===== src/traffic_light_controller_macros.svh =====
// Assertion macros for the traffic light controller.
// Used by traffic_light_controller.sv; no other dependencies.
`ifndef TRAFFIC_LIGHT_CONTROLLER_MACROS_SVH
`define TRAFFIC_LIGHT_CONTROLLER_MACROS_SVH

// Same-cycle implication, disabled while reset is high
`define TLC_ASSERT_IMPLY(label, clk, rst, ante, cons, msg) \
   label: assert property (@(posedge clk) disable iff (rst) (ante) |-> (cons)) \
      else $error(msg);

// Next-cycle implication, disabled while reset is high
`define TLC_ASSERT_NEXT(label, clk, rst, ante, cons, msg) \
   label: assert property (@(posedge clk) disable iff (rst) (ante) |=> (cons)) \
      else $error(msg);

`endif


===== src/tlc_pkg.sv =====
// Shared constants for the traffic light controller: field widths,
// register indexes and register reset values. No dependencies.
`timescale 1ns / 1ps
`default_nettype none

package tlc_pkg;

   // Field widths
   localparam int unsigned PHASE_W    = 3;
   localparam int unsigned TIME_W     = 16;
   localparam int unsigned DEBOUNCE_W = 8;
   localparam int unsigned CSR_IDX_W  = 3;
   localparam int unsigned CSR_DATA_W = 16;

   // Register indexes
   localparam logic [CSR_IDX_W-1:0] CSR_GREEN_TIME        = 3'd0;
   localparam logic [CSR_IDX_W-1:0] CSR_GREEN_BLINK_TIME  = 3'd1;
   localparam logic [CSR_IDX_W-1:0] CSR_YELLOW_TIME       = 3'd2;
   localparam logic [CSR_IDX_W-1:0] CSR_RED_TIME          = 3'd3;
   localparam logic [CSR_IDX_W-1:0] CSR_RED_YELLOW_TIME   = 3'd4;
   localparam logic [CSR_IDX_W-1:0] CSR_BLINK_HALF_PERIOD = 3'd5;
   localparam logic [CSR_IDX_W-1:0] CSR_DEBOUNCE_TIME     = 3'd6;

   // Register reset values, in milliseconds
   localparam logic [TIME_W-1:0]     GREEN_TIME_RST        = 16'd15000;
   localparam logic [TIME_W-1:0]     GREEN_BLINK_TIME_RST  = 16'd3000;
   localparam logic [TIME_W-1:0]     YELLOW_TIME_RST       = 16'd3000;
   localparam logic [TIME_W-1:0]     RED_TIME_RST          = 16'd15000;
   localparam logic [TIME_W-1:0]     RED_YELLOW_TIME_RST   = 16'd2000;
   localparam logic [TIME_W-1:0]     BLINK_HALF_PERIOD_RST = 16'd500;
   localparam logic [DEBOUNCE_W-1:0] DEBOUNCE_TIME_RST     = 8'd50;

endpackage

`default_nettype wire


===== src/tlc_if.sv =====
// Valid/ready channel interfaces for the traffic light controller:
// tick/button requests in, lamp responses out. Depends on tlc_pkg.
`timescale 1ns / 1ps
`default_nettype none

interface tlc_req_if;
   logic valid;
   logic ready;
   logic tick;
   logic button_level;

   modport source (output valid, output tick, output button_level, input ready);
   modport sink   (input valid, input tick, input button_level, output ready);
endinterface

interface tlc_rsp_if;
   logic                      valid;
   logic                      ready;
   logic                      red_lamp;
   logic                      yellow_lamp;
   logic                      green_lamp;
   logic [tlc_pkg::PHASE_W-1:0] phase;

   modport source (output valid, output red_lamp, output yellow_lamp,
                   output green_lamp, output phase, input ready);
   modport sink   (input valid, input red_lamp, input yellow_lamp,
                   input green_lamp, input phase, output ready);
endinterface

`default_nettype wire


===== src/traffic_light_controller.sv =====
// Traffic light controller: a request beat goes through the input register,
// then the result register; throughput 1 beat per cycle while the response
// channel does not stall; the debounce/phase update between them is combinational.
// Synchronous active-high reset: phase green, counters zero, button released,
// registers back to their default times, both channel stages empty.
`timescale 1ns / 1ps
`default_nettype none

`include "traffic_light_controller_macros.svh"

module traffic_light_controller (
   input  wire                            clock,
   input  wire                            reset,
   tlc_req_if.sink                        req_ch,
   tlc_rsp_if.source                      rsp_ch,
   input  wire                            csr_we,
   input  wire [tlc_pkg::CSR_IDX_W-1:0]   csr_index,
   input  wire [tlc_pkg::CSR_DATA_W-1:0]  csr_wdata
);

   typedef enum logic [tlc_pkg::PHASE_W-1:0] {
      PH_GREEN        = 3'd0,
      PH_GREEN_BLINK  = 3'd1,
      PH_YELLOW       = 3'd2,
      PH_RED          = 3'd3,
      PH_RED_YELLOW   = 3'd4,
      PH_YELLOW_BLINK = 3'd5
   } phase_type;

   localparam logic [tlc_pkg::TIME_W-1:0]     TIME_MAX     = '1;
   localparam logic [tlc_pkg::DEBOUNCE_W-1:0] DEBOUNCE_MAX = '1;

   // Configuration registers
   logic [tlc_pkg::TIME_W-1:0]     green_time_ff, green_blink_time_ff, yellow_time_ff;
   logic [tlc_pkg::TIME_W-1:0]     red_time_ff, red_yellow_time_ff, blink_half_ff;
   logic [tlc_pkg::DEBOUNCE_W-1:0] debounce_time_ff;

   // Input stage
   logic in_valid_ff;
   logic in_tick_ff, in_level_ff;

   // Sequencer state
   phase_type                      phase_ff, phase_in;
   logic [tlc_pkg::TIME_W-1:0]     phase_elapsed_ff, phase_elapsed_in;
   logic [tlc_pkg::TIME_W-1:0]     blink_elapsed_ff, blink_elapsed_in;
   logic                           blink_on_ff, blink_on_in;
   logic [tlc_pkg::DEBOUNCE_W-1:0] debounce_count_ff, debounce_count_in;
   logic                           previous_raw_ff, previous_raw_in;
   logic                           stable_button_ff, stable_button_in;

   // Result stage
   logic                           rsp_valid_ff;
   logic                           red_ff, yellow_ff, green_ff;
   logic                           red_in, yellow_in, green_in;
   logic [tlc_pkg::PHASE_W-1:0]    rsp_phase_ff;

   logic advance;
   logic press;
   logic [tlc_pkg::TIME_W-1:0] phase_limit;

   // Stage handshake: input register moves into the result register
   assign advance      = in_valid_ff && (!rsp_valid_ff || rsp_ch.ready);
   assign req_ch.ready = !in_valid_ff || advance;

   assign rsp_ch.valid       = rsp_valid_ff;
   assign rsp_ch.red_lamp    = red_ff;
   assign rsp_ch.yellow_lamp = yellow_ff;
   assign rsp_ch.green_lamp  = green_ff;
   assign rsp_ch.phase       = rsp_phase_ff;

   // Time limit of the current timed phase
   always_comb begin
      case (phase_ff)
         PH_GREEN:       phase_limit = green_time_ff;
         PH_GREEN_BLINK: phase_limit = green_blink_time_ff;
         PH_YELLOW:      phase_limit = yellow_time_ff;
         PH_RED:         phase_limit = red_time_ff;
         PH_RED_YELLOW:  phase_limit = red_yellow_time_ff;
         default:        phase_limit = TIME_MAX;
      endcase
   end

   // Debounce, press handling, blink and phase timing for one beat
   always_comb begin
      phase_in         = phase_ff;
      phase_elapsed_in = phase_elapsed_ff;
      blink_elapsed_in = blink_elapsed_ff;
      blink_on_in      = blink_on_ff;
      stable_button_in = stable_button_ff;
      previous_raw_in  = in_level_ff;
      press            = 1'b0;

      // debounce counter
      if (in_level_ff != previous_raw_ff) begin
         debounce_count_in = '0;
      end else if (in_tick_ff && debounce_count_ff != DEBOUNCE_MAX) begin
         debounce_count_in = debounce_count_ff + 1'b1;
      end else begin
         debounce_count_in = debounce_count_ff;
      end

      // accepted level; a low level is a press
      if (debounce_count_in >= debounce_time_ff && in_level_ff != stable_button_ff) begin
         stable_button_in = in_level_ff;
         if (!in_level_ff) begin
            press = 1'b1;
            if (phase_ff == PH_YELLOW_BLINK) begin
               phase_in         = PH_YELLOW;
               phase_elapsed_in = '0;
            end else begin
               phase_in         = PH_YELLOW_BLINK;
               blink_elapsed_in = '0;
               blink_on_in      = 1'b0;
            end
         end
      end

      if (in_tick_ff && !press) begin
         // blink toggle in the blinking phases
         if (phase_ff == PH_GREEN_BLINK || phase_ff == PH_YELLOW_BLINK) begin
            if (blink_elapsed_ff != TIME_MAX) begin
               blink_elapsed_in = blink_elapsed_ff + 1'b1;
            end
            if (blink_elapsed_in >= blink_half_ff) begin
               blink_elapsed_in = '0;
               blink_on_in      = !blink_on_ff;
            end
         end
         // phase timer, stopped in service mode
         if (phase_ff != PH_YELLOW_BLINK && phase_ff <= PH_RED_YELLOW) begin
            if (phase_elapsed_ff != TIME_MAX) begin
               phase_elapsed_in = phase_elapsed_ff + 1'b1;
            end
            if (phase_elapsed_in >= phase_limit) begin
               phase_elapsed_in = '0;
               case (phase_ff)
                  PH_GREEN: begin
                     phase_in         = PH_GREEN_BLINK;
                     blink_elapsed_in = '0;
                     blink_on_in      = 1'b0;
                  end
                  PH_GREEN_BLINK: phase_in = PH_YELLOW;
                  PH_YELLOW:      phase_in = PH_RED;
                  PH_RED:         phase_in = PH_RED_YELLOW;
                  default:        phase_in = PH_GREEN;
               endcase
            end
         end
      end
   end

   // Lamp decode from the updated state
   always_comb begin
      red_in    = 1'b0;
      yellow_in = 1'b0;
      green_in  = 1'b0;
      case (phase_in)
         PH_GREEN:       green_in = 1'b1;
         PH_GREEN_BLINK: green_in = blink_on_in;
         PH_YELLOW:      yellow_in = 1'b1;
         PH_RED:         red_in = 1'b1;
         PH_RED_YELLOW: begin
            red_in    = 1'b1;
            yellow_in = 1'b1;
         end
         default:        yellow_in = blink_on_in;
      endcase
   end

   // Configuration registers
   always_ff @(posedge clock) begin
      if (reset) begin
         green_time_ff       <= tlc_pkg::GREEN_TIME_RST;
         green_blink_time_ff <= tlc_pkg::GREEN_BLINK_TIME_RST;
         yellow_time_ff      <= tlc_pkg::YELLOW_TIME_RST;
         red_time_ff         <= tlc_pkg::RED_TIME_RST;
         red_yellow_time_ff  <= tlc_pkg::RED_YELLOW_TIME_RST;
         blink_half_ff       <= tlc_pkg::BLINK_HALF_PERIOD_RST;
         debounce_time_ff    <= tlc_pkg::DEBOUNCE_TIME_RST;
      end else if (csr_we) begin
         case (csr_index)
            tlc_pkg::CSR_GREEN_TIME:        green_time_ff       <= csr_wdata;
            tlc_pkg::CSR_GREEN_BLINK_TIME:  green_blink_time_ff <= csr_wdata;
            tlc_pkg::CSR_YELLOW_TIME:       yellow_time_ff      <= csr_wdata;
            tlc_pkg::CSR_RED_TIME:          red_time_ff         <= csr_wdata;
            tlc_pkg::CSR_RED_YELLOW_TIME:   red_yellow_time_ff  <= csr_wdata;
            tlc_pkg::CSR_BLINK_HALF_PERIOD: blink_half_ff       <= csr_wdata;
            tlc_pkg::CSR_DEBOUNCE_TIME:
               debounce_time_ff <= csr_wdata[tlc_pkg::DEBOUNCE_W-1:0];
            default: ;
         endcase
      end
   end

   // Input stage
   always_ff @(posedge clock) begin
      if (reset) begin
         in_valid_ff <= 1'b0;
      end else if (req_ch.ready) begin
         in_valid_ff <= req_ch.valid;
      end
   end

   always_ff @(posedge clock) begin
      if (req_ch.ready && req_ch.valid) begin
         in_tick_ff  <= req_ch.tick;
         in_level_ff <= req_ch.button_level;
      end
   end

   // Sequencer state, updated once per beat
   always_ff @(posedge clock) begin
      if (reset) begin
         phase_ff          <= PH_GREEN;
         phase_elapsed_ff  <= '0;
         blink_elapsed_ff  <= '0;
         blink_on_ff       <= 1'b0;
         debounce_count_ff <= '0;
         previous_raw_ff   <= 1'b1;
         stable_button_ff  <= 1'b1;
      end else if (advance) begin
         phase_ff          <= phase_in;
         phase_elapsed_ff  <= phase_elapsed_in;
         blink_elapsed_ff  <= blink_elapsed_in;
         blink_on_ff       <= blink_on_in;
         debounce_count_ff <= debounce_count_in;
         previous_raw_ff   <= previous_raw_in;
         stable_button_ff  <= stable_button_in;
      end
   end

   // Result stage
   always_ff @(posedge clock) begin
      if (reset) begin
         rsp_valid_ff <= 1'b0;
      end else if (advance) begin
         rsp_valid_ff <= 1'b1;
      end else if (rsp_ch.ready) begin
         rsp_valid_ff <= 1'b0;
      end
   end

   always_ff @(posedge clock) begin
      if (advance) begin
         red_ff       <= red_in;
         yellow_ff    <= yellow_in;
         green_ff     <= green_in;
         rsp_phase_ff <= phase_in;
      end
   end

   // Checks
   `TLC_ASSERT_NEXT(a_timer_change_clears, clock, reset,
      advance && in_tick_ff && !press && phase_in != phase_ff,
      phase_elapsed_ff == '0,
      "timed phase change left elapsed time nonzero")
   `TLC_ASSERT_NEXT(a_press_enters_service, clock, reset,
      advance && press && phase_ff != PH_YELLOW_BLINK,
      phase_ff == PH_YELLOW_BLINK && !blink_on_ff && blink_elapsed_ff == '0,
      "press did not enter service mode cleanly")
   `TLC_ASSERT_IMPLY(a_button_moves_on_beat, clock, reset,
      !$stable(stable_button_ff) && !$past(reset),
      $past(advance),
      "debounced button changed without a beat")
   `TLC_ASSERT_IMPLY(a_no_red_and_green, clock, reset,
      rsp_valid_ff,
      !(red_ff && green_ff),
      "red and green lit together")

endmodule

`default_nettype wire

===== src/flat_wrapper.sv =====
// flat-port wrapper written by rule: the top's interface ports become plain ports
module traffic_light_controller_flat 
  (clock, reset, csr_we, csr_index, csr_wdata, req_ch_valid, req_ch_tick, req_ch_button_level, req_ch_ready, rsp_ch_valid, rsp_ch_red_lamp, rsp_ch_yellow_lamp, rsp_ch_green_lamp, rsp_ch_phase, rsp_ch_ready);
  tlc_req_if req_ch_i ();
  tlc_rsp_if rsp_ch_i ();
  input  wire clock;
  input  wire reset;
  input  wire csr_we;
  input  wire [tlc_pkg::CSR_IDX_W-1:0] csr_index;
  input  wire [tlc_pkg::CSR_DATA_W-1:0] csr_wdata;
  input wire logic [$bits(req_ch_i.valid)-1:0] req_ch_valid;
  input wire logic [$bits(req_ch_i.tick)-1:0] req_ch_tick;
  input wire logic [$bits(req_ch_i.button_level)-1:0] req_ch_button_level;
  output wire logic [$bits(req_ch_i.ready)-1:0] req_ch_ready;
  output wire logic [$bits(rsp_ch_i.valid)-1:0] rsp_ch_valid;
  output wire logic [$bits(rsp_ch_i.red_lamp)-1:0] rsp_ch_red_lamp;
  output wire logic [$bits(rsp_ch_i.yellow_lamp)-1:0] rsp_ch_yellow_lamp;
  output wire logic [$bits(rsp_ch_i.green_lamp)-1:0] rsp_ch_green_lamp;
  output wire logic [$bits(rsp_ch_i.phase)-1:0] rsp_ch_phase;
  input wire logic [$bits(rsp_ch_i.ready)-1:0] rsp_ch_ready;
  assign req_ch_i.valid = req_ch_valid;
  assign req_ch_i.tick = req_ch_tick;
  assign req_ch_i.button_level = req_ch_button_level;
  assign req_ch_ready = req_ch_i.ready;
  assign rsp_ch_valid = rsp_ch_i.valid;
  assign rsp_ch_red_lamp = rsp_ch_i.red_lamp;
  assign rsp_ch_yellow_lamp = rsp_ch_i.yellow_lamp;
  assign rsp_ch_green_lamp = rsp_ch_i.green_lamp;
  assign rsp_ch_phase = rsp_ch_i.phase;
  assign rsp_ch_i.ready = rsp_ch_ready;
  traffic_light_controller u_core (.clock(clock), .reset(reset), .req_ch(req_ch_i), .rsp_ch(rsp_ch_i), .csr_we(csr_we), .csr_index(csr_index), .csr_wdata(csr_wdata));
endmodule

===== config.mk =====
export PLATFORM = sky130hd
export DESIGN_NAME = traffic_light_controller_flat
export DESIGN_NICKNAME = d
export VERILOG_FILES = /design/src/tlc_pkg.sv /design/src/tlc_if.sv /design/src/traffic_light_controller.sv /design/src/flat_wrapper.sv
export VERILOG_INCLUDE_DIRS = /design/src /design/src/src
export SDC_FILE = /design/constraint.sdc
export NUM_CORES = 1
export LEC_CHECK = 0
export ABC_AREA = 1
export BUFFER_PORTS_ARGS = -buffer_cell sky130_fd_sc_hd__buf_4
export CAP_MARGIN = 0
export CORE_MARGIN = 10
export CORE_UTILIZATION = 39
export CTS_CLUSTER_DIAMETER = 50
export DETAILED_ROUTE_END_ITERATION = 10
export PLACE_DENSITY = 0.58
export SLEW_MARGIN = 20
export SYNTH_ARGS = -nofsm -noshare
export SYNTH_HDL_FRONTEND = slang
export SYNTH_SLANG_ARGS = --single-unit

===== constraint.sdc =====
create_clock -name clock -period 4.1 [get_ports clock]
set_input_delay 0.82 -clock clock [delete_from_list [all_inputs] [get_ports clock]]
set_output_delay 0.82 -clock clock [all_outputs]
set_load 0.05 [all_outputs]

; ---- Word level (Yosys, flattened, before mapping)
; Index checks and enable logic that the tools add are counted.
[word_totals]
regBits = 160
inputBits = 26
elab_cells = 125
[op_classes]
n_addsub = 3
magnitude_cmp = 4
eq_ne = 21
muxes = 47
n_reduce_logical = 28
[op_table]
columns = op, n
row1 = two-way mux 16 bit, 21
row2 = case mux 16 bit (5 select lines), 1
row3 = adder 16 x 1 -> 16 bit (second input constant), 2
row4 = >= comparator 16 bit, 2
row5 = inequality test 16 bit (second input constant), 2
row6 = equality test 3 x 2 -> 1 bit (second input constant), 6
row7 = equality test 3 bit (second input constant), 6
row8 = two-way mux 3 bit, 6
row9 = two-way mux 8 bit, 2
row10 = AND reduction 2 bit, 8
row11 = two-way mux 1 bit, 14
row12 = case mux 3 bit (4 select lines), 1
row13 = equality test 3 x 1 -> 1 bit (second input constant), 3
row14 = logical NOT 3 bit, 3
row15 = adder 8 x 1 -> 8 bit (second input constant), 1
row16 = >= comparator 8 bit, 1
row17 = inequality test 8 bit (second input constant), 1
row18 = logical AND 1 bit, 6
row19 = logical NOT 1 bit, 4
row20 = case mux 1 bit (2 select lines), 2
row21 = OR reduction 2 bit, 2
row22 = <= comparator 3 bit (second input constant), 1
row23 = logical OR 1 bit, 3
row24 = inequality test 3 bit (second input constant), 1
row25 = 3 further kinds, 4

; ---- Logic depth before layout (Yosys ltp)
; Gate-level depths: netlist of run 1.
[logic_depth]
word_depth = 18
depth_mapped = 41
ltp_nobuf = 40

; ---- Least setup slack after synthesis of run 1
; Ideal clock, no wire load.
[synth_timing]
kind = register to register
startpoint = register u_core.debounce_count_ff[0] in the netlist's numbering
endpoint = register u_core.green_ff, in the netlist u_core.rsp_ch.green_lamp, data pin
setup_time_ns = 0.249
arrival_ns = 4.127
t_required_ns = 3.851
setup_slack_ns = -0.276
path_stages_with_launch = 37
n_path_buf = 0
synth_period_minus_slack_ns = 4.376
path_cell_list = dfxtp_1 > ha_1 > nand3_1 > nor2_1 > a31oi_2 > nand3_1 > nor2_1 > nand3_1 > xnor2_1 > nand2_1 > inv_1 > ha_1 > nand2_1 > inv_1 > nor2_1 > o21a_1 > nand2_2 > nand3_1 > inv_1 > nand2_1 > o21ai_0 > a21oi_1 > ha_1 > nand2_1 > inv_1 > o21bai_1 > nand2_1 > a21oi_1 > nand3_2 > nand3_1 > nand2_1 > nand2_1 > inv_1 > nand2_1 > inv_1 > nand2_1 > inv_1
[synth_between]
word_cells_on_any_way = 34
[synth_rtl]
columns = element, line_no
row1 = "start, declared", traffic_light_controller.sv:47  ; logic [tlc_pkg::DEBOUNCE_W-1:0] debounce_count_ff, debounce_count_in;
row2 = "start signal, assigned", traffic_light_controller.sv:226  ; debounce_count_ff <= debounce_count_in;
row3 = "parallel branches: the longest is 2 deep, another holds adder 8 x 1 -> 8 bit", -
row4 = two-way mux 8 bit *, traffic_light_controller.sv:96  ; end else if (in_tick_ff && debounce_count_ff != DEBOUNCE_MAX) begin
row5 = two-way mux 8 bit *, traffic_light_controller.sv:94  ; if (in_level_ff != previous_raw_ff) begin
row6 = via u_core.debounce_count_in (one bit), traffic_light_controller.sv:47
row7 = >= comparator 8 bit *, traffic_light_controller.sv:103  ; if (debounce_count_in >= debounce_time_ff && in_level_ff != stable_button_ff) begin
row8 = logical AND 1 bit *, traffic_light_controller.sv:103
row9 = two-way mux 16 bit, traffic_light_controller.sv:103
row10 = two-way mux 16 bit, traffic_light_controller.sv:131  ; if (phase_elapsed_ff != TIME_MAX) begin
row11 = [2 not listed], -
row12 = >= comparator 16 bit, traffic_light_controller.sv:134  ; if (phase_elapsed_in >= phase_limit) begin
row13 = two-way mux 3 bit, traffic_light_controller.sv:134
row14 = two-way mux 3 bit, traffic_light_controller.sv:130  ; if (phase_ff != PH_YELLOW_BLINK && phase_ff <= PH_RED_YELLOW) begin
row15 = two-way mux 3 bit *, traffic_light_controller.sv:118  ; if (in_tick_ff && !press) begin
row16 = via u_core.phase_in[2], traffic_light_controller.sv:43  ; phase_type phase_ff, phase_in;
row17 = equality test 3 x 1 -> 1 bit or logical NOT 3 bit (tied branches), traffic_light_controller.sv:157  ; case (phase_in)
row18 = case mux 1 bit (2 select lines) *, traffic_light_controller.sv:157
row19 = via u_core.green_in, traffic_light_controller.sv:54  ; logic red_in, yellow_in, green_in;
row20 = "end signal, assigned", traffic_light_controller.sv:247  ; green_ff <= green_in;
row21 = "end, declared", traffic_light_controller.sv:53  ; logic red_ff, yellow_ff, green_ff;
; Mark *: on every way through the listed nets, which the timed path passes. The select of a mux whose other input is x is not followed.
; A chain may end at the register's enable or synchronous reset.

; ---- Worst setup path after layout of run 1
; Ends and elaborated chain as after synthesis.

==> metrics, run 1 <==
Synth Instances approximately 1300; critical path's most frequent cell nand2_4; Synth Register Bits 160; Sw Pwr 1.283 mW; largest family of logic cells by synthesized area simple AND/OR/NAND/NOR gates; CTS Root Cell clkbuf_16; crit-path leading delay family simple AND/OR/NAND/NOR gates; CORE AREA between 0.02 and 0.025 sq mm; Area Growth Syn to Fin 27.18%; leakage around 5.2 nW; WS Path Type reg -> reg; dpl cells ~1700; Simple-Gate Fraction of Synth Area a little under a third; initial antenna violation count 0; min setup slack post-route -357.3 ps; Adder-Cell Fraction of Synth Area 5.964%; dpl cell area 0.01004 sq mm; # DRC 0; mean post-synth cell area around 6.8 sq um; final hold viol count 0; Finished Cell Area 0.01147 sq mm; crit share post-route 108.7%; via count between 9000 and 10000; clock slew at reported path FFs ~70 ps; Mapped Nets between 1000 and 1500; CTS H-tree depth 4; VDD IR max between 200 and 300 uV; failing checks negative setup slack; global-route usage over all layers a little under a fifth; area fraction of the dominant cell type after synthesis roughly a third; Final Wtd Congestion around 0.9; I/O Buffers 33; worst slew pin tran roughly 830 ps; CTS tree done; number of detailed-route iterations in the first pass 5; RSZ-0062 raised after global routing true; Num CTS Buffers 17; XOR/XNOR Fraction of Synth Area about 1.6%; row count 55; synth top area cells dfxtp_1 (34%), nand2_1 (14%), ha_1 (6.0%), nor2_1 (5.8%), inv_1 (5.6%); slowest CP cell dfxtp_2; Synth warnings 0; count of cell types in the netlist about 50; Synth async-reset ratio 0%; Place WS -452.4 ps; Sequential Power Share roughly 41%; post-layout min period 4457 ps; Worst setup EP type register; CTS Hold Bufs 0; Routed WL approximately 28000 microns; starting density of the core 39.72%; largest net degree at the start of global routing 57; Non-Filler Instances roughly 1700; detailed placement HPWL 18280 microns; Initial DRC Count between 800 and 900; power per cell area between 300 and 400 mW/mm^2; clock latency on the worst-skew pair approximately 440 ps; Compound-Gate Fraction of Synth Area 17.09%; Die W roughly 170 microns; Fmax achieved ~0.22 GHz; Clock Sinks 160; mux share of post-synthesis cell area 0.1110%; Slew headroom between 40% and 50%; startpoint type of the worst setup path register; HP Class reg -> reg; Longest Clk Path Bufs 2; Arr. time, crit path ~4700 ps; layout cell share with drive strength beyond 1 23.03%; drt wl/cell ~16 microns; Post-synth EDFFs 8; Gate power share between 10% and 20%; global-route wire length before repair between 40000 and 50000 microns; sw frac ~31%; Routed Antenna Nets 0; prevailing post-synth register cell dfxtp_1; via-per-instance ratio roughly 5.2; Final Skew around 11 ps; Die Height about 170 microns; status finished with violations; crit-path max cell delay ~340 ps; DIE AREA around 0.03 sq mm; Yosys top cell by area dfxtp_1; design internal power around 2.9 mW; Max Cap Violations 0; Data required, critical path 4300 ps; Slew Viols, Final 0; Clock Power Share 41.0%; grt total ovfl 0; Seq/Total Area, Yosys between 30% and 40%; vias in the first global route around 8000; CP Max Fanout 6; Buf/Inv on CP 7; Final nets 1493; final setup fails 42; antenna fix cells 0; I/O Pins 34; area of the mapped netlist about 0.0090 sq mm
[what timing repair did]
item | 4_1_cts | 5_1_grt
setup endpoints to repair | 42 | 43
pin swaps | 24 | 58
resized for setup | 34 | 95
gates cloned | 0 | 1
buffers inserted | 31 | 10
[state kept, by name, summed over array words and instances, names as in the netlist, 16 cells and up]
signal                      cells
u_core.blink_elapsed_ff        16
u_core.green_time_ff           16
u_core.red_yellow_time_ff      16
u_core.blink_half_ff           16
u_core.phase_elapsed_ff        16
u_core.green_blink_time_ff     16
u_core.red_time_ff             16
u_core.yellow_time_ff          16
[metal layers]
metal  wire length (microns)  share of wire, %  track usage [%]
met3                    1446               5.2            3.420
met5                       0                 0                0
met2                   12450                45            28.21
met1                   13330                48            25.43
met4                     362               1.3            4.085
[path summary, 6_finish.rpt]
kind	start	endpoint	slack (ps)	cells past startpoint
setup / recovery	u_core.debounce_count_ff[0]$_SDFFE_PP0P_	u_core.rsp_ch.green_lamp$_DFFE_PP_	-360	34
hold / removal	u_core.red_time_ff[14]$_SDFFE_PP0P_	u_core.red_time_ff[14]$_SDFFE_PP0P_	460	2
setup reg to reg	u_core.debounce_count_ff[0]$_SDFFE_PP0P_	u_core.rsp_ch.green_lamp$_DFFE_PP_	-360	34
hold reg to reg	u_core.red_time_ff[14]$_SDFFE_PP0P_	u_core.red_time_ff[14]$_SDFFE_PP0P_	460	2
[cells in the final DEF (no fill, tap or decap), types with 15 or more instances in the layout]
| cell | n |
|---|---|
| inv_2 | 15 |
| nand3_1 | 82 |
| dfxtp_1 | 150 |
| a21oi_2 | 19 |
| clkbuf_16 | 18 |
| nor2_1 | 133 |
| buf_4 | 132 |
| nand2_1 | 292 |
| a211oi_1 | 15 |
| ha_1 | 36 |
| nand2_2 | 36 |
| inv_1 | 123 |
| a21oi_1 | 83 |
| o21ai_0 | 89 |
[stage by stage]
stage	TNS, ps	utilization, %	power (mW)	hold slack (ps)
detailed placement	-12740	44.23	2.352	442.7
finish	-12020	50.52	4.144	455.6
CTS	-4248	48.60	4.078	456.3
global placement	-7427	44.23	2.346	437.8
floorplan	0	-	2.116	429.2
global route	-23410	50.52	4.322	476.7
[cell usage after synthesis (8+ instances only)]
cell type,count
clkbuf_1,42
nand3_1,93
nor3_1,9
o21ai_0,97
o2111ai_1,9
ha_1,43
o211ai_1,14
nor2_1,139
nor2_2,8
nand4_1,14
nand2_1,333
a21oi_1,99
dfxtp_1,152
inv_1,134
a211oi_1,15
a31oi_1,15
xor2_1,13
edfxtp_1,8
[logic make-up (layout without fill, tap and decap cells)]
group / after synthesis / in the layout
simple gates: 628 / 628
compound gates: 270 / 270
buf+inv: 199 / 319
flops: 160 / 160
fa+ha+maj: 43 / 43
xor+xnor: 16 / 16
mux: 1 / 1
[area by class of cell]
cell class                      count  area, sq um
Timing Repair Buffer              143         1164
Clock buffer                       17        425.4
Tap cell                          285        356.6
Sequential cell                   160         3286
Inverter                          144        549.3
Clock inverter                     15        198.9
Multi-Input combinational cell    958         5494
Fill cell                        2205        11240
[power by group through the flow]
stage	Clock (mW)	Combinational, mW	Sequential (mW)
after floorplan	0	0.388	1.73
after global placement	0	0.628	1.72
after detailed placement	0	0.634	1.72
after CTS	1.72	0.675	1.68
after global routing	1.79	0.837	1.69
final	1.70	0.756	1.69
[worst min-delay path, cell delays in order (launching register included)]
cell     delay [ps]
dfxtp_1         300
inv_1            60
a21oi_1          50
Note: power is estimated with default switching activity, not from simulation.
==> inputs of run 2 (changes only) <==
--- a/config.mk
+++ b/config.mk
@@ -13,8 +13,9 @@
 export CORE_UTILIZATION = 39
 export CTS_CLUSTER_DIAMETER = 50
 export DETAILED_ROUTE_END_ITERATION = 10
+export GPL_TIMING_DRIVEN = 0
 export PLACE_DENSITY = 0.58
-export SLEW_MARGIN = 20
+export SLEW_MARGIN = 25
 export SYNTH_ARGS = -nofsm -noshare
 export SYNTH_HDL_FRONTEND = slang
 export SYNTH_SLANG_ARGS = --single-unit
==> metrics, run 2 (same netlist as run 1, synthesis figures left out) <==
status finished with violations; failing checks negative setup slack; detailed placement HPWL just over 20000 microns; leakage approximately 5.0 nW; Die Height 172.1 microns; CTS Root Cell clkbuf_16; grt total ovfl 0; Arr. time, crit path around 4700 ps; clock slew at reported path FFs about 70 ps; via-per-instance ratio about 5.3; Max Cap Violations 0; final setup fails 42; HP Class reg -> reg; dpl cells around 1600; starting density of the core about 40%; clock latency on the worst-skew pair between 400 and 500 ps; Non-Filler Instances 1703; initial antenna violation count 0; commonest non-fill, non-tap cell in the layout nand2_1; met3 global-route usage between 4 and 5%; startpoint type of the worst setup path register; Num CTS Buffers 17; crit-path max cell delay approximately 350 ps; Slew Viols, Final 0; Clock Sinks 160; row count 55; largest net degree at the start of global routing 17; vias in the first global route 8546; VDD IR max 302.6 uV; power per cell area 370.7 mW/mm^2; # DRC 0; CORE AREA between 0.02 and 0.025 sq mm; slowest CP cell dfxtp_4; WS Path Type reg -> reg; Finished Cell Area 0.01122 sq mm; Worst setup EP type register; global-route wire length before repair 46100 microns; footprint of the multi-input gates 0.005518 sq mm; CTS tree done; Area Growth Syn to Fin 24.38%; Fmax achieved about 0.23 GHz; crit share post-route 108.1%; final hold viol count 0; commonest cells after routing, fill and taps aside nand2_1 (299), dfxtp_1 (150), nor2_1 (134); fin util about half; I/O Pins 34; via count a little over 9000; antenna fix cells 0; min setup slack post-route -330.7 ps; Routed Antenna Nets 0; met2 GRT Util a little under a third; Final Wtd Congestion 0.9063; I/O Buffers 33; CP Max Fanout 7; Final nets ~1500; drt wl/cell 17.10 microns; global-route usage over all layers roughly a fifth; DIE AREA 0.02962 sq mm; area taken by flip-flops and latches roughly 0.0033 sq mm; Data required, critical path roughly 4400 ps; RSZ-0062 raised after global routing true; Initial DRC Count 684; Slew headroom approximately a third; Longest Clk Path Bufs 2; hold slack final around 460 ps; GR peak layer met2; Final TNS setup -10540 ps; CTS Hold Bufs 0; Die W roughly 170 microns; number of detailed-route iterations in the first pass 5; worst slew pin tran between 1000 and 1500 ps; grt met1 use 26.06%; Routed WL 29120 microns; post-layout min period 4431 ps; fill count 2255; CTS H-tree depth 4; Final Skew between 10 and 15 ps; dpl cell area just under 0.01 sq mm; layout cell share with drive strength beyond 1 18.83%
-- run 2: what timing repair did --
action	CTS	global route
resized for setup	85	55
endpoints found under the setup margin	42	42
buffers inserted	26	8
gates cloned	2	0
pin swaps	30	28
-- run 2: power breakdown --
group          switching (mW)  internal [mW]  total [mW]
clock network           0.721           1.00        1.72
registers              0.0501           1.64        1.69
logic                   0.485          0.265       0.750
total                    1.26           2.90        4.16
-- run 2: through the flow --
step           setup WS (ps)  power (mW)
6_report              -330.7       4.160
2_1_floorplan          1.537       2.116
3_3_place_gp          -790.5       2.317
5_1_grt               -679.3       4.327
3_5_place_dp          -841.7       2.327
4_1_cts               -227.3       4.131
-- run 2: cell type report --
cell class | instances | area share [%]
buffer | 55 | 2.498
clock buffer | 18 | 3.914
clock inverter | 14 | 1.762
inverter | 144 | 4.884
multi-input combinational | 958 | 49.17
sequential | 160 | 29.33
tap | 285 | 3.178
timing repair buffer | 69 | 5.263
-- run 2: worst max-delay path, delay by kind of cell, from the launching register on --
family                   cells  cell delay (ps)
AO/OA/AOI/OAI                2              320
XOR/XNOR                     1              140
adder cells (fa/ha/maj)      3              710
AND/OR/NAND/NOR             21             2070
flip-flops                   1              350
buffers and inverters        6              680
-- run 2: path summary, 6_finish.rpt --
| kind | start | to | slack [ps] | cells past startpoint |
|---|---|---|---|---|
| setup / recovery | u_core.debounce_count_ff[0]$_SDFFE_PP0P_ | u_core.blink_elapsed_ff[13]$_SDFFE_PP0P_ | -330 | 33 |
| hold / removal | u_core.red_time_ff[15]$_SDFFE_PP0P_ | u_core.red_time_ff[15]$_SDFFE_PP0P_ | 460 | 2 |
| hold reg to reg | u_core.red_time_ff[15]$_SDFFE_PP0P_ | u_core.red_time_ff[15]$_SDFFE_PP0P_ | 460 | 2 |
| setup reg to reg | u_core.debounce_count_ff[0]$_SDFFE_PP0P_ | u_core.blink_elapsed_ff[13]$_SDFFE_PP0P_ | -330 | 33 |
-- run 2: routing by layer --
metal,wire (microns),vias up
li1,-,4527
met1,13550,4281
met2,13440,248
met3,1673,35
met4,455,0
met5,0,-
==> inputs of run 3 (changes only) <==
--- a/config.mk
+++ b/config.mk
@@ -9,6 +9,7 @@
 export ABC_AREA = 1
 export BUFFER_PORTS_ARGS = -buffer_cell sky130_fd_sc_hd__buf_4
 export CAP_MARGIN = 0
+export CORE_ASPECT_RATIO = 0.8
 export CORE_MARGIN = 10
 export CORE_UTILIZATION = 39
 export CTS_CLUSTER_DIAMETER = 50
==> metrics, run 3 (same netlist as run 1, synthesis figures left out) <==
CTS Root Cell clkbuf_16; Final Wtd Congestion about 0.95; CP Max Fanout 7; RSZ-0062 raised after global routing true; Area Growth Syn to Fin 22.32%; commonest cells after routing, fill and taps aside nand2_1 (301), dfxtp_1 (150), nor2_1 (135); grt total ovfl 0; power per cell area between 300 and 400 mW/mm^2; CTS Hold Bufs 0; status finished with violations; worst slew pin tran roughly 1000 ps; final hold viol count 0; starting density of the core between 30% and 40%; Die W 190.0 microns; CTS H-tree depth 4; failing checks negative setup slack; via count 9035; via-per-instance ratio between 5 and 6; leakage a little under 5 nW; CORE AREA around 0.023 sq mm; Slew Viols, Final 0; Routed WL approximately 30000 microns; Worst setup EP type register; fill count 2250; Max Cap Violations 0; worst setup path start u_core.debounce_count_ff[1]$_SDFFE_PP0P_; I/O Pins 34; CTS tree done; crit share post-route 109.3%; final setup fails between 40 and 50; Die Height between 150 and 200 microns; number of detailed-route iterations in the first pass 6; WS Path Type reg -> reg; Initial DRC Count approximately 950; # DRC 0; row count 49; slowest CP cell dfxtp_4; post-layout min period about 4500 ps; drt wl/cell ~17 microns; min setup slack post-route -380.6 ps; Slew headroom around a third; global-route usage over all layers between 10% and 20%; Final Skew roughly 13 ps; startpoint type of the worst setup path register; largest net degree at the start of global routing 17; Num CTS Buffers 17; crit-path max cell delay ~350 ps; clock slew at reported path FFs ~70 ps; Data required, critical path 4300 ps; global-route wire length before repair about 45000 microns; VDD IR max around 300 uV; Fmax achieved 0.2232 GHz; detailed placement HPWL 20950 microns; commonest non-fill, non-tap cell in the layout nand2_1; Clock Sinks 160; Arr. time, crit path 4680 ps; antenna fix cells 0; Routed Antenna Nets 0; I/O Buffers 33; clock latency on the worst-skew pair between 400 and 500 ps; Longest Clk Path Bufs 2; dpl cells about 1700; initial antenna violation count 0; Non-Filler Instances between 1500 and 2000; DIE AREA between 0.02 and 0.03 sq mm; hold slack final 457.9 ps; Final nets approximately 1500; layout cell share with drive strength beyond 1 between 15 and 20%; R2R setup slack -380 ps; crit path to u_core.rsp_ch.green_lamp$_DFFE_PP_; R2R Path Start u_core.debounce_count_ff[1]$_SDFFE_PP0P_; vias in the first global route 8131; reg2reg path depth 33; HP Class reg -> reg; reg2reg end u_core.rsp_ch.green_lamp$_DFFE_PP_
-- run 3: cell types whose count changed in the layout (fill, tap and decap cells not counted), moves of 3 or more --
cell     before  now
a21oi_2      18   12
nand2_4      14   11
a21oi_1      82   89
inv_6         4    1
nand3_1      77   84
buf_4        62   56
nand3_2      15   10
o21ai_2       9    5
-- run 3: cell type report --
| class | count | area (sq um) | area share, % |
|---|---|---|---|
| Clock buffer | 21 | 471.7 | 4.275 |
| Clock inverter | 10 | 175.2 | 1.587 |
| Tap cell | 306 | 382.9 | 3.470 |
| Buffer | 55 | 272.8 | 2.472 |
| Inverter | 144 | 548.0 | 4.967 |
| Multi-Input combinational cell | 958 | 5415 | 49.08 |
| Timing Repair Buffer | 60 | 478.0 | 4.332 |
| Sequential cell | 160 | 3291 | 29.82 |
-- run 3: timing repair --
| item | CTS | global route |
|---|---|---|
| buffers inserted | 15 | 11 |
| cloned | 1 | 0 |
| setup endpoints to repair | 42 | 42 |
| resized for setup | 61 | 51 |
| pin swaps | 30 | 42 |
-- run 3: worst min path at each step --
stage	from	slack [ps]	depth (start not counted)	to
final	u_core.green_time_ff[3]$_SDFFE_PP1P_	460	2	u_core.green_time_ff[3]$_SDFFE_PP1P_
after CTS	u_core.red_time_ff[6]$_SDFFE_PP0P_	460	2	u_core.red_time_ff[6]$_SDFFE_PP0P_
after global placement	u_core.green_time_ff[9]$_SDFFE_PP1P_	440	2	u_core.green_time_ff[9]$_SDFFE_PP1P_
after detailed placement	u_core.green_time_ff[3]$_SDFFE_PP1P_	440	2	u_core.green_time_ff[3]$_SDFFE_PP1P_
after global routing	u_core.red_time_ff[10]$_SDFFE_PP0P_	480	2	u_core.red_time_ff[10]$_SDFFE_PP0P_
after floorplan	u_core.green_blink_time_ff[11]$_SDFFE_PP1P_	430	2	u_core.green_blink_time_ff[11]$_SDFFE_PP1P_
-- run 3: where the power goes --
part | internal, mW | switching, mW | total, mW | leakage [nW]
Combinational | 0.240 | 0.465 | 0.705 | 3.21
Clock | 1.08 | 0.680 | 1.76 | 0.315
Sequential | 1.64 | 0.0490 | 1.69 | 1.32
Total | 2.96 | 1.19 | 4.15 | 4.84
-- run 3: critical path: cells and delay by family, from the launching register on --
kind,cells,cell delay (ps)
and+or+nand+nor,17,1590
AOI/OAI and AO/OA,5,870
adders and majority gates,3,710
buffers and inverters,6,390
DFF,1,350
muxes,1,170
xor gates and xnor gates,1,140
-- run 3: per-layer routing --
metal / routed length, microns / vias up / track usage (%) / part of all wire [%]
met5: 0 / - / 0 / 0
met4: 410 / 0 / 5.771 / 1.4
met3: 1968 / 33 / 4.535 / 6.7
met2: 12560 / 270 / 28.12 / 43
met1: 14350 / 4217 / 27.78 / 49
li1: - / 4515 / - / -
-- run 3: per-stage QoR --
stage               worst slack [ps]  total power [mW]  cell area, sq um  TNS (ps)  utilization, %
floorplan                      1.537             2.116              9101         0               -
global placement              -860.7             2.319              9732    -25600           43.02
detailed placement            -895.2             2.328              9732    -27290           43.02
CTS                           -253.0             4.126             10700     -6897           47.29
global route                  -693.0             4.321             11030    -23720           48.78
finish                        -380.6             4.151             11030    -12160           48.78
